$ cat config.mk
export PLATFORM = sky130hd
export DESIGN_NAME = topological_order_enumerator
export DESIGN_NICKNAME = d
export VERILOG_FILES = /design/src/rtl/core/topo_pkg.sv /design/src/rtl/core/topo_stack.sv /design/src/rtl/core/topo_pred_table.sv /design/src/rtl/core/topological_order_enumerator.sv
export SDC_FILE = /design/constraint.sdc
export NUM_CORES = 1
export LEC_CHECK = 0
export BUFFER_PORTS_ARGS = -buffer_cell sky130_fd_sc_hd__buf_4
export CELL_PAD_IN_SITES_DETAIL_PLACEMENT = 1
export CELL_PAD_IN_SITES_GLOBAL_PLACEMENT = 1
export CORE_MARGIN = 2
export CORE_UTILIZATION = 35
export DETAILED_ROUTE_END_ITERATION = 6
export GPL_ROUTABILITY_DRIVEN = 0
export GPL_TIMING_DRIVEN = 0
export PLACE_DENSITY = 0.71
export SYNTH_ARGS = -nofsm -noshare
export SYNTH_HDL_FRONTEND = slang
export SYNTH_HIERARCHICAL = 1
export SYNTH_SLANG_ARGS = --single-unit
$ cat constraint.sdc
create_clock -name clk -period 4.6 [get_ports clk]
set_input_delay 0.46 -clock clk [delete_from_list [all_inputs] [get_ports clk]]
set_output_delay 0.46 -clock clk [all_outputs]
set_load 0.02 [all_outputs]
$ cat src/rtl/core/topo_pkg.sv
// ----------------------------------------------------------------------------
// topo_pkg
// shared types and codes of the topological order enumerator
// ----------------------------------------------------------------------------
package topo_pkg;

  // item indices are carried as four bits, so at most sixteen items take part
  localparam int IDX_W = 4;

  localparam logic [1:0] FUNC_CLEAR = 2'd0;
  localparam logic [1:0] FUNC_ADD   = 2'd1;
  localparam logic [1:0] FUNC_NEXT  = 2'd2;

  typedef enum logic [3:0] {
    ST_IDLE,
    ST_FEAS,
    ST_SCAN,
    ST_BACK,
    ST_POP,
    ST_EMIT_RD,
    ST_EMIT_LD,
    ST_EMIT_WAIT,
    ST_FIN_WAIT
  } state_t;

  typedef struct packed {
    logic             wr_en;
    logic             rd_en;
    logic [IDX_W-1:0] addr;
    logic [IDX_W-1:0] wdata;
  } stack_req_t;

  typedef struct packed {
    logic             clr;
    logic             add;
    logic [IDX_W-1:0] earlier;
    logic [IDX_W-1:0] later;
  } pred_cmd_t;

endpackage

$ cat src/rtl/core/topo_stack.sv
// ----------------------------------------------------------------------------
// topo_stack
// stack of chosen items, one write and one registered read per cycle
// ----------------------------------------------------------------------------
module topo_stack #(
  parameter int CAP = 16
) (
  input  logic                          clk,
  input  topo_pkg::stack_req_t          req,
  output logic [topo_pkg::IDX_W-1:0]    rdata
);

  localparam int CIW = $clog2(CAP);

  logic [CIW-1:0] mem [CAP];
  logic [CIW-1:0] rdata_r;

  always_ff @(posedge clk) begin
    if (req.wr_en) begin
      mem[req.addr[CIW-1:0]] <= req.wdata[CIW-1:0];
    end
    if (req.rd_en) begin
      rdata_r <= mem[req.addr[CIW-1:0]];
    end
  end

  assign rdata = topo_pkg::IDX_W'(rdata_r);

endmodule

$ cat src/rtl/core/topo_pred_table.sv
// ----------------------------------------------------------------------------
// topo_pred_table
// predecessor masks and the shared placeability test for one candidate
// ----------------------------------------------------------------------------
module topo_pred_table #(
  parameter int CAP = 16
) (
  input  logic                        clk,
  input  logic                        rst_n,
  input  topo_pkg::pred_cmd_t         cmd,
  input  logic [$clog2(CAP)-1:0]      query_idx,
  input  logic [CAP-1:0]              placed,
  output logic                        placeable
);

  localparam int CIW = $clog2(CAP);

  logic [CAP-1:0] mask_r [CAP];
  logic [CAP-1:0] pm;

  always_ff @(posedge clk) begin
    if (!rst_n || cmd.clr) begin
      mask_r <= '{default: '0};
    end else if (cmd.add && (cmd.earlier < CAP) && (cmd.later < CAP)) begin
      mask_r[cmd.later[CIW-1:0]][cmd.earlier[CIW-1:0]] <= 1'b1;
    end
  end

  // candidate is free and all of its predecessors are already placed
  assign pm        = mask_r[query_idx];
  assign placeable = !placed[query_idx] && ((placed & pm) == pm);

endmodule

$ cat src/rtl/core/topological_order_enumerator.sv
// clear and add items are applied as they are accepted; a next item runs a search
// the first next after a restart first runs a cycle check over the active items,
// then one candidate per cycle through the shared placeability test, a registered
// stack read and a pop per backtrack, and a stack read, load and hand-off per result
// one item at a time: in_stall is high until the last result of an item is taken
// synchronous active-low reset: masks cleared, item_count 16, enumeration restarted
// ----------------------------------------------------------------------------
// topological_order_enumerator
// resumable depth-first enumeration of all topological orderings
// ----------------------------------------------------------------------------
module topological_order_enumerator #(
  parameter int MAX_ITEMS = 16
) (
  input  logic       clk,
  input  logic       rst_n,
  input  logic       cfg_wr_en,
  input  logic [4:0] cfg_item_count,
  input  logic       in_valid,
  output logic       in_stall,
  input  logic [1:0] in_func,
  input  logic [3:0] in_earlier_index,
  input  logic [3:0] in_later_index,
  output logic       out_valid,
  input  logic       out_stall,
  output logic [3:0] out_item_index,
  output logic       out_last_of_ordering,
  output logic       out_finished,
  output logic       out_none_found
);

  localparam int CAP = (MAX_ITEMS < 16) ? MAX_ITEMS : 16;
  localparam int CIW = $clog2(CAP);
  localparam int LW  = $clog2(CAP + 1);
  localparam int IW  = topo_pkg::IDX_W;

  topo_pkg::state_t     state_r, state_nxt;
  topo_pkg::stack_req_t stack_req;
  topo_pkg::pred_cmd_t  pred_cmd;

  logic [LW-1:0]  n_r, n_nxt, n_cfg;
  logic [CAP-1:0] placed_r, placed_nxt;
  logic [LW-1:0]  lvl_r, lvl_nxt;
  logic [LW-1:0]  cand_r, cand_nxt;
  logic [LW-1:0]  cnt_r, cnt_nxt;
  logic [LW-1:0]  k_r, k_nxt;
  logic           prog_r, prog_nxt;
  logic           started_r, started_nxt;
  logic           done_r, done_nxt;
  logic           any_r, any_nxt;
  logic           out_valid_r, out_valid_nxt;
  logic [3:0]     out_item_r, out_item_nxt;
  logic           out_last_r, out_last_nxt;
  logic           out_fin_r, out_fin_nxt;
  logic           out_none_r, out_none_nxt;

  logic [IW-1:0]  stack_rdata;
  logic           placeable;
  logic           acc_in;
  logic           acc_next;
  logic [LW-1:0]  n_m1;
  logic           pass_end;
  logic [LW-1:0]  cnt_inc;
  logic           feas_full;
  logic           feas_prog;
  logic           cand_end;
  logic [CAP-1:0] cand_bit;
  logic [CIW-1:0] pop_idx;
  logic           give_fin;

  topo_pred_table #(.CAP(CAP)) u_pred (
    .clk       (clk),
    .rst_n     (rst_n),
    .cmd       (pred_cmd),
    .query_idx (cand_r[CIW-1:0]),
    .placed    (placed_r),
    .placeable (placeable)
  );

  topo_stack #(.CAP(CAP)) u_stack (
    .clk   (clk),
    .req   (stack_req),
    .rdata (stack_rdata)
  );

  assign in_stall = (state_r != topo_pkg::ST_IDLE);
  assign acc_in   = in_valid && !in_stall;
  assign acc_next = acc_in && (in_func == topo_pkg::FUNC_NEXT);

  assign n_m1      = n_r - LW'(1);
  assign pass_end  = (cand_r == n_m1);
  assign cnt_inc   = cnt_r + LW'(placeable);
  assign feas_full = (cnt_inc == n_r);
  assign feas_prog = prog_r || placeable;
  assign cand_end  = (cand_r >= n_r);
  assign cand_bit  = CAP'(1) << cand_r[CIW-1:0];
  assign pop_idx   = stack_rdata[CIW-1:0];

  // item count as the search sees it: zero acts as one, large values clamp
  always_comb begin
    if (cfg_item_count == 5'd0) begin
      n_cfg = LW'(1);
    end else if (cfg_item_count > CAP) begin
      n_cfg = LW'(CAP);
    end else begin
      n_cfg = LW'(cfg_item_count);
    end
  end

  // next state
  always_comb begin
    state_nxt = state_r;
    unique case (state_r)
      topo_pkg::ST_IDLE: begin
        if (acc_next) begin
          if (done_r) begin
            state_nxt = topo_pkg::ST_FIN_WAIT;
          end else if (!started_r) begin
            state_nxt = topo_pkg::ST_FEAS;
          end else begin
            state_nxt = topo_pkg::ST_BACK;
          end
        end
      end
      topo_pkg::ST_FEAS: begin
        if (pass_end) begin
          if (feas_full) begin
            state_nxt = topo_pkg::ST_SCAN;
          end else if (!feas_prog) begin
            state_nxt = topo_pkg::ST_FIN_WAIT;
          end
        end
      end
      topo_pkg::ST_SCAN: begin
        if (lvl_r == n_r) begin
          state_nxt = topo_pkg::ST_EMIT_RD;
        end else if (cand_end) begin
          state_nxt = topo_pkg::ST_BACK;
        end
      end
      topo_pkg::ST_BACK: begin
        if (lvl_r == '0) begin
          state_nxt = topo_pkg::ST_FIN_WAIT;
        end else begin
          state_nxt = topo_pkg::ST_POP;
        end
      end
      topo_pkg::ST_POP:     state_nxt = topo_pkg::ST_SCAN;
      topo_pkg::ST_EMIT_RD: state_nxt = topo_pkg::ST_EMIT_LD;
      topo_pkg::ST_EMIT_LD: state_nxt = topo_pkg::ST_EMIT_WAIT;
      topo_pkg::ST_EMIT_WAIT: begin
        if (!out_stall) begin
          state_nxt = out_last_r ? topo_pkg::ST_IDLE : topo_pkg::ST_EMIT_RD;
        end
      end
      topo_pkg::ST_FIN_WAIT: begin
        if (!out_stall) begin
          state_nxt = topo_pkg::ST_IDLE;
        end
      end
      default: state_nxt = topo_pkg::ST_IDLE;
    endcase
  end

  // datapath and result register
  always_comb begin
    n_nxt         = n_r;
    placed_nxt    = placed_r;
    lvl_nxt       = lvl_r;
    cand_nxt      = cand_r;
    cnt_nxt       = cnt_r;
    k_nxt         = k_r;
    prog_nxt      = prog_r;
    started_nxt   = started_r;
    done_nxt      = done_r;
    any_nxt       = any_r;
    out_valid_nxt = out_valid_r;
    out_item_nxt  = out_item_r;
    out_last_nxt  = out_last_r;
    out_fin_nxt   = out_fin_r;
    out_none_nxt  = out_none_r;
    stack_req     = '0;
    pred_cmd      = '0;
    give_fin      = 1'b0;

    unique case (state_r)
      topo_pkg::ST_IDLE: begin
        if (acc_in) begin
          case (in_func)
            topo_pkg::FUNC_CLEAR, topo_pkg::FUNC_ADD: begin
              pred_cmd.clr     = (in_func == topo_pkg::FUNC_CLEAR);
              pred_cmd.add     = (in_func == topo_pkg::FUNC_ADD);
              pred_cmd.earlier = in_earlier_index;
              pred_cmd.later   = in_later_index;
              placed_nxt       = '0;
              lvl_nxt          = '0;
              started_nxt      = 1'b0;
              done_nxt         = 1'b0;
              any_nxt          = 1'b0;
            end
            topo_pkg::FUNC_NEXT: begin
              if (done_r) begin
                give_fin = 1'b1;
              end else if (!started_r) begin
                started_nxt = 1'b1;
                placed_nxt  = '0;
                lvl_nxt     = '0;
                cand_nxt    = '0;
                cnt_nxt     = '0;
                prog_nxt    = 1'b0;
              end
            end
            default: ;
          endcase
        end
      end
      topo_pkg::ST_FEAS: begin
        // repeated passes placing whatever is placeable, until stuck or complete
        if (placeable) begin
          placed_nxt = placed_r | cand_bit;
        end
        cnt_nxt  = cnt_inc;
        prog_nxt = feas_prog;
        cand_nxt = cand_r + LW'(1);
        if (pass_end) begin
          cand_nxt = '0;
          prog_nxt = 1'b0;
          if (feas_full) begin
            placed_nxt = '0;
            lvl_nxt    = '0;
          end else if (!feas_prog) begin
            give_fin = 1'b1;
          end
        end
      end
      topo_pkg::ST_SCAN: begin
        if (lvl_r == n_r) begin
          any_nxt = 1'b1;
          k_nxt   = '0;
        end else if (!cand_end) begin
          if (placeable) begin
            stack_req.wr_en = 1'b1;
            stack_req.addr  = IW'(lvl_r);
            stack_req.wdata = IW'(cand_r);
            placed_nxt      = placed_r | cand_bit;
            lvl_nxt         = lvl_r + LW'(1);
            cand_nxt        = '0;
          end else begin
            cand_nxt = cand_r + LW'(1);
          end
        end
      end
      topo_pkg::ST_BACK: begin
        if (lvl_r == '0) begin
          give_fin = 1'b1;
        end else begin
          stack_req.rd_en = 1'b1;
          stack_req.addr  = IW'(lvl_r - LW'(1));
          lvl_nxt         = lvl_r - LW'(1);
        end
      end
      topo_pkg::ST_POP: begin
        // unplace the popped item and resume after it
        placed_nxt = placed_r & ~(CAP'(1) << pop_idx);
        cand_nxt   = LW'(pop_idx) + LW'(1);
      end
      topo_pkg::ST_EMIT_RD: begin
        stack_req.rd_en = 1'b1;
        stack_req.addr  = IW'(k_r);
      end
      topo_pkg::ST_EMIT_LD: begin
        out_valid_nxt = 1'b1;
        out_item_nxt  = stack_rdata;
        out_last_nxt  = (k_r == n_m1);
        out_fin_nxt   = 1'b0;
        out_none_nxt  = 1'b0;
      end
      topo_pkg::ST_EMIT_WAIT: begin
        if (!out_stall) begin
          out_valid_nxt = 1'b0;
          k_nxt         = k_r + LW'(1);
        end
      end
      topo_pkg::ST_FIN_WAIT: begin
        if (!out_stall) begin
          out_valid_nxt = 1'b0;
        end
      end
      default: ;
    endcase

    if (give_fin) begin
      done_nxt      = 1'b1;
      lvl_nxt       = '0;
      out_valid_nxt = 1'b1;
      out_item_nxt  = 4'd0;
      out_last_nxt  = 1'b0;
      out_fin_nxt   = 1'b1;
      out_none_nxt  = !any_r;
    end

    // constraints survive a count change, the enumeration does not
    if (cfg_wr_en) begin
      n_nxt       = n_cfg;
      placed_nxt  = '0;
      lvl_nxt     = '0;
      started_nxt = 1'b0;
      done_nxt    = 1'b0;
      any_nxt     = 1'b0;
    end
  end

  always_ff @(posedge clk) begin
    if (!rst_n) begin
      state_r     <= topo_pkg::ST_IDLE;
      n_r         <= LW'(CAP);
      placed_r    <= '0;
      lvl_r       <= '0;
      cand_r      <= '0;
      cnt_r       <= '0;
      k_r         <= '0;
      prog_r      <= 1'b0;
      started_r   <= 1'b0;
      done_r      <= 1'b0;
      any_r       <= 1'b0;
      out_valid_r <= 1'b0;
    end else begin
      state_r     <= state_nxt;
      n_r         <= n_nxt;
      placed_r    <= placed_nxt;
      lvl_r       <= lvl_nxt;
      cand_r      <= cand_nxt;
      cnt_r       <= cnt_nxt;
      k_r         <= k_nxt;
      prog_r      <= prog_nxt;
      started_r   <= started_nxt;
      done_r      <= done_nxt;
      any_r       <= any_nxt;
      out_valid_r <= out_valid_nxt;
    end
  end

  always_ff @(posedge clk) begin
    out_item_r <= out_item_nxt;
    out_last_r <= out_last_nxt;
    out_fin_r  <= out_fin_nxt;
    out_none_r <= out_none_nxt;
  end

  assign out_valid            = out_valid_r;
  assign out_item_index       = out_item_r;
  assign out_last_of_ordering = out_last_r;
  assign out_finished         = out_fin_r;
  assign out_none_found       = out_none_r;

endmodule

==> results by group <==
Outcome
  • Status: finished with violations
  • Violated checks: max-capacitance violations, max-slew violations, negative setup slack

STA
  • Final Max Slew Viols: 5
  • Final setup fails: 29
  • Period utilisation layout: 1.02
  • Setup ws final: -0.110 ns
  • Tmin final: 4.71 ns
  • Highest clock rate: between 200 and 250 MHz
  • Unrepaired setup endpoints after global routing: true
  • Measured slew at the worst slew-check pin: between 1.5 and 2 ns
  • Final Hold Viols: 0
  • Clock Skew: 0.0187 ns
  • Worst hold slack: around 0.22 ns
  • Worst slew margin: -0.0460

Die
  • Die Y: roughly 230 um
  • Die area: 51,300 um2
  • Die W: between 200 and 250 um
  • Initial Utilization: 0.354
  • # rows: 81
  • Ports: 29
  • Core area: 49,000 um2

Power
  • VDD IR-drop max: just under 0.0003 V
  • Leak: approximately 7.4 nW
  • Power Density: around 410 nW/um2
  • Total power draw: 8.62 mW

Route
  • Final WL: around 64 mm
  • DRC errors left: 0
  • Vias after detailed routing: around 15,000
  • Wirelength per Cell: 24.7 um
  • Mean number of vias per cell: roughly 5.8
  • Post-route ant nets: 0
  • 1st-iter DRT viols: 1,300
  • Drt first pass iters: 5

Hold path
  • HP Class: in2reg
  • Min-Delay Path Depth: 3

Synth
  • Post-Syn Area: between 15,000 and 20,000 um2
  • Seq/Total Area, Yosys: 0.480
  • Synth Register Bits: roughly 380
  • Post-synth ARST share: 0
  • Cell count after synthesis: 1,769
  • Yosys cell types: 96
  • Syn_nets: between 1,500 and 2,000
  • Post-Syn Area per Cell: 9.80 um2
  • YS warnings: 6
  • Post-synth EDFFs: approximately 70
  • Top FF cell, synth: dfxtp_1

Worst setup path
  • Crit-path cells: buf_12, buf_16, buf_16, buf_12, mux4_2, a2111oi_4, nand4_1, nor3_4, buf_12, ha_4, ha_4, and3b_1, o32a_1, o2111ai_4, buf_12, nor3b_4, buf_12, nor2_4, buf_6, a32o_1
  • CP max-delay cell: mux4_2
  • Crit-path most repeated cell: buf_12
  • CP endpoint kind: flop
  • Maximum fanout along the worst path: 8
  • Crit path required time: 5.07 ns
  • Reg2reg path depth: 20
  • CP peak stage delay: between 0.5 and 0.6 ns
  • Worst setup SP type: flop
  • Arrival @ worst endpoint: between 5 and 6 ns
  • Worst Setup Path Type: reg2reg

Global route
  • GRT overflow: 0
  • First-pass GRT wire length: approximately 95 mm
  • GRT Resource Usage Total: 0.246
  • Number of global-route vias before repair: ~15,000
  • Largest net degree at the start of global routing: 17
  • Antenna violations before repair: 2

Clock tree
  • CTS tree: yes
  • Clock buffer count from CTS: 44
  • CTS Root Cell: clkbuf_16
  • CTS H-Tree Depth: 2
  • Worst-skew pair later-pin latency: approximately 0.58 ns
  • Clk buf depth: 3
  • Clk sink count: roughly 380
  • Clock slew at reported path FFs: approximately 0.06 ns

Finish
  • Ratio of cells with drive above 1 in the final layout: 0.194
  • Area Overhead vs Synth: 20.3%
  • Fillers: ~5,500
  • Final core occ: 0.426
  • Nets: around 1,900

Job
  • # Max-Cap Violations: 1

Placed design
  • Port buffer count: 28
  • HPWL Detailed: 45.0 mm
## cells in the mapped netlist (all sizes together), types with 15 or more instances
cell type | number | area share
nor2 | 343 | 0.075
dfxtp | 312 | 0.36
a21oi | 283 | 0.082
clkbuf | 87 | 0.019
mux4 | 74 | 0.099
edfxtp | 69 | 0.12
nand2 | 61 | 0.013
nor3 | 52 | 0.016
buf | 44 | 0.020
o21ai | 44 | 0.013
nand3 | 33 | 0.0095
inv | 27 | 0.0058
ha | 24 | 0.017
mux2i | 24 | 0.014
nand2b | 24 | 0.0087
and2 | 22 | 0.0079
a22oi | 18 | 0.0081
a31oi | 17 | 0.0061
a32o | 16 | 0.0092
o41ai | 16 | 0.0081
nor2b | 15 | 0.0058
## metal layers
metal / vias to the layer above / track usage / share of wire
met5: - / 0 / 0
met4: 0 / 0.104 / 0.039
met3: 158 / 0.0369 / 0.073
met2: 609 / 0.393 / 0.46
met1: 7615 / 0.332 / 0.43
li1: 6642 / - / -
## critical path: cells and delay by family (launching register included)
| kind | cells | cell delay [ns] |
|---|---|---|
| muxes | 1 | 0.57 |
| adders and majority gates | 2 | 0.30 |
| and+or+nand+nor | 5 | 0.92 |
| AOI/OAI and AO/OA | 4 | 1.04 |
| buffers and inverters | 8 | 1.29 |
| DFF | 1 | 0.41 |
## cells in the final DEF, fill, tap and decap left out, types with 23 or more instances in the layout
cell / count
a21oi_1: 279
buf_4: 61
clkbuf_1: 91
clkbuf_16: 46
dfxtp_1: 308
edfxtp_1: 69
inv_1: 26
mux2i_1: 23
mux4_2: 73
nand2_1: 56
nand3_1: 28
nor2_1: 326
nor3_1: 35
o21ai_0: 24
## through the flow
| step | setup WS (ns) | instances | setup TNS [ns] | area (um2) |
|---|---|---|---|---|
| after detailed placement | -2.60 | 2461 | -313.13 | 18400 |
| final | -0.110 | 2582 | -1.69 | 20800 |
| after global placement | -2.40 | 2461 | -299.73 | 18400 |
| after global routing | -0.263 | 2581 | -9.65 | 20800 |
| after CTS | -0.0282 | 2552 | -0.0388 | 20200 |
| after floorplan | 0.131 | 1769 | 0 | 17300 |
## layout make-up
type | instances | area, um2 | share of cell area
Clock buffer | 60 | 1230 | 0.0591
Multi-Input combinational cell | 1228 | 8670 | 0.416
Timing Repair Buffer | 72 | 697 | 0.0334
Buffer | 130 | 793 | 0.0381
Inverter | 29 | 121 | 0.00582
Sequential cell | 381 | 8330 | 0.399
Clock inverter | 17 | 174 | 0.00834
Antenna cell | 1 | 2.50 | 0.000120
Tap cell | 664 | 831 | 0.0399
## registers in the layout, indices dropped and copies added, names as in the netlist, 4 cells and up
signal,count
lvl_r,5
u_pred/mask_r,256
k_r,5
placed_r,16
u_stack/mem,64
out_item_index,4
n_r,5
u_stack/rdata,4
state_r,4
cnt_r,5
cand_r,5
## logic make-up (layout without fill, tap and decap cells)
kind of cell,count (synthesis),in the layout,share of synthesized area
mux,102,102,0.115
other cells,0,1,0
fa+ha+maj,24,24,0.0173
flops,381,381,0.480
compound gates,457,457,0.159
xor+xnor,29,29,0.0163
buf+inv,160,308,0.0455
simple gates,616,616,0.167
## power breakdown
group / total (mW) / internal, mW / switching, mW
combinational: 1.71 / 0.662 / 1.04
sequential: 3.45 / 3.42 / 0.0354
clock: 3.47 / 2.04 / 1.43
total: 8.62 / 6.12 / 2.51
## what timing repair did
action	4_1_cts	5_1_grt
gates cloned	1	3
setup endpoints to repair	335	220
resized for setup	69	119
pin swaps	13	51
setup buffers	14	26
hold buffers	0	0
## path summary, 6_finish.rpt
check,start,end,slack [ns]
hold / removal,cfg_item_count[4],n_r[3]$_SDFFE_PN0P_,0.22
setup reg to reg,cand_r[0]$_SDFFE_PN0P_,placed_r[7]$_SDFFE_PP0P_,-0.11
setup / recovery,cand_r[0]$_SDFFE_PN0P_,placed_r[7]$_SDFFE_PP0P_,-0.11
hold reg to reg,u_pred/mask_r[42]$_SDFFE_PP0P_,u_pred/mask_r[42]$_SDFFE_PP0P_,0.46
No activity file was read; power rests on OpenSTA's default activity.
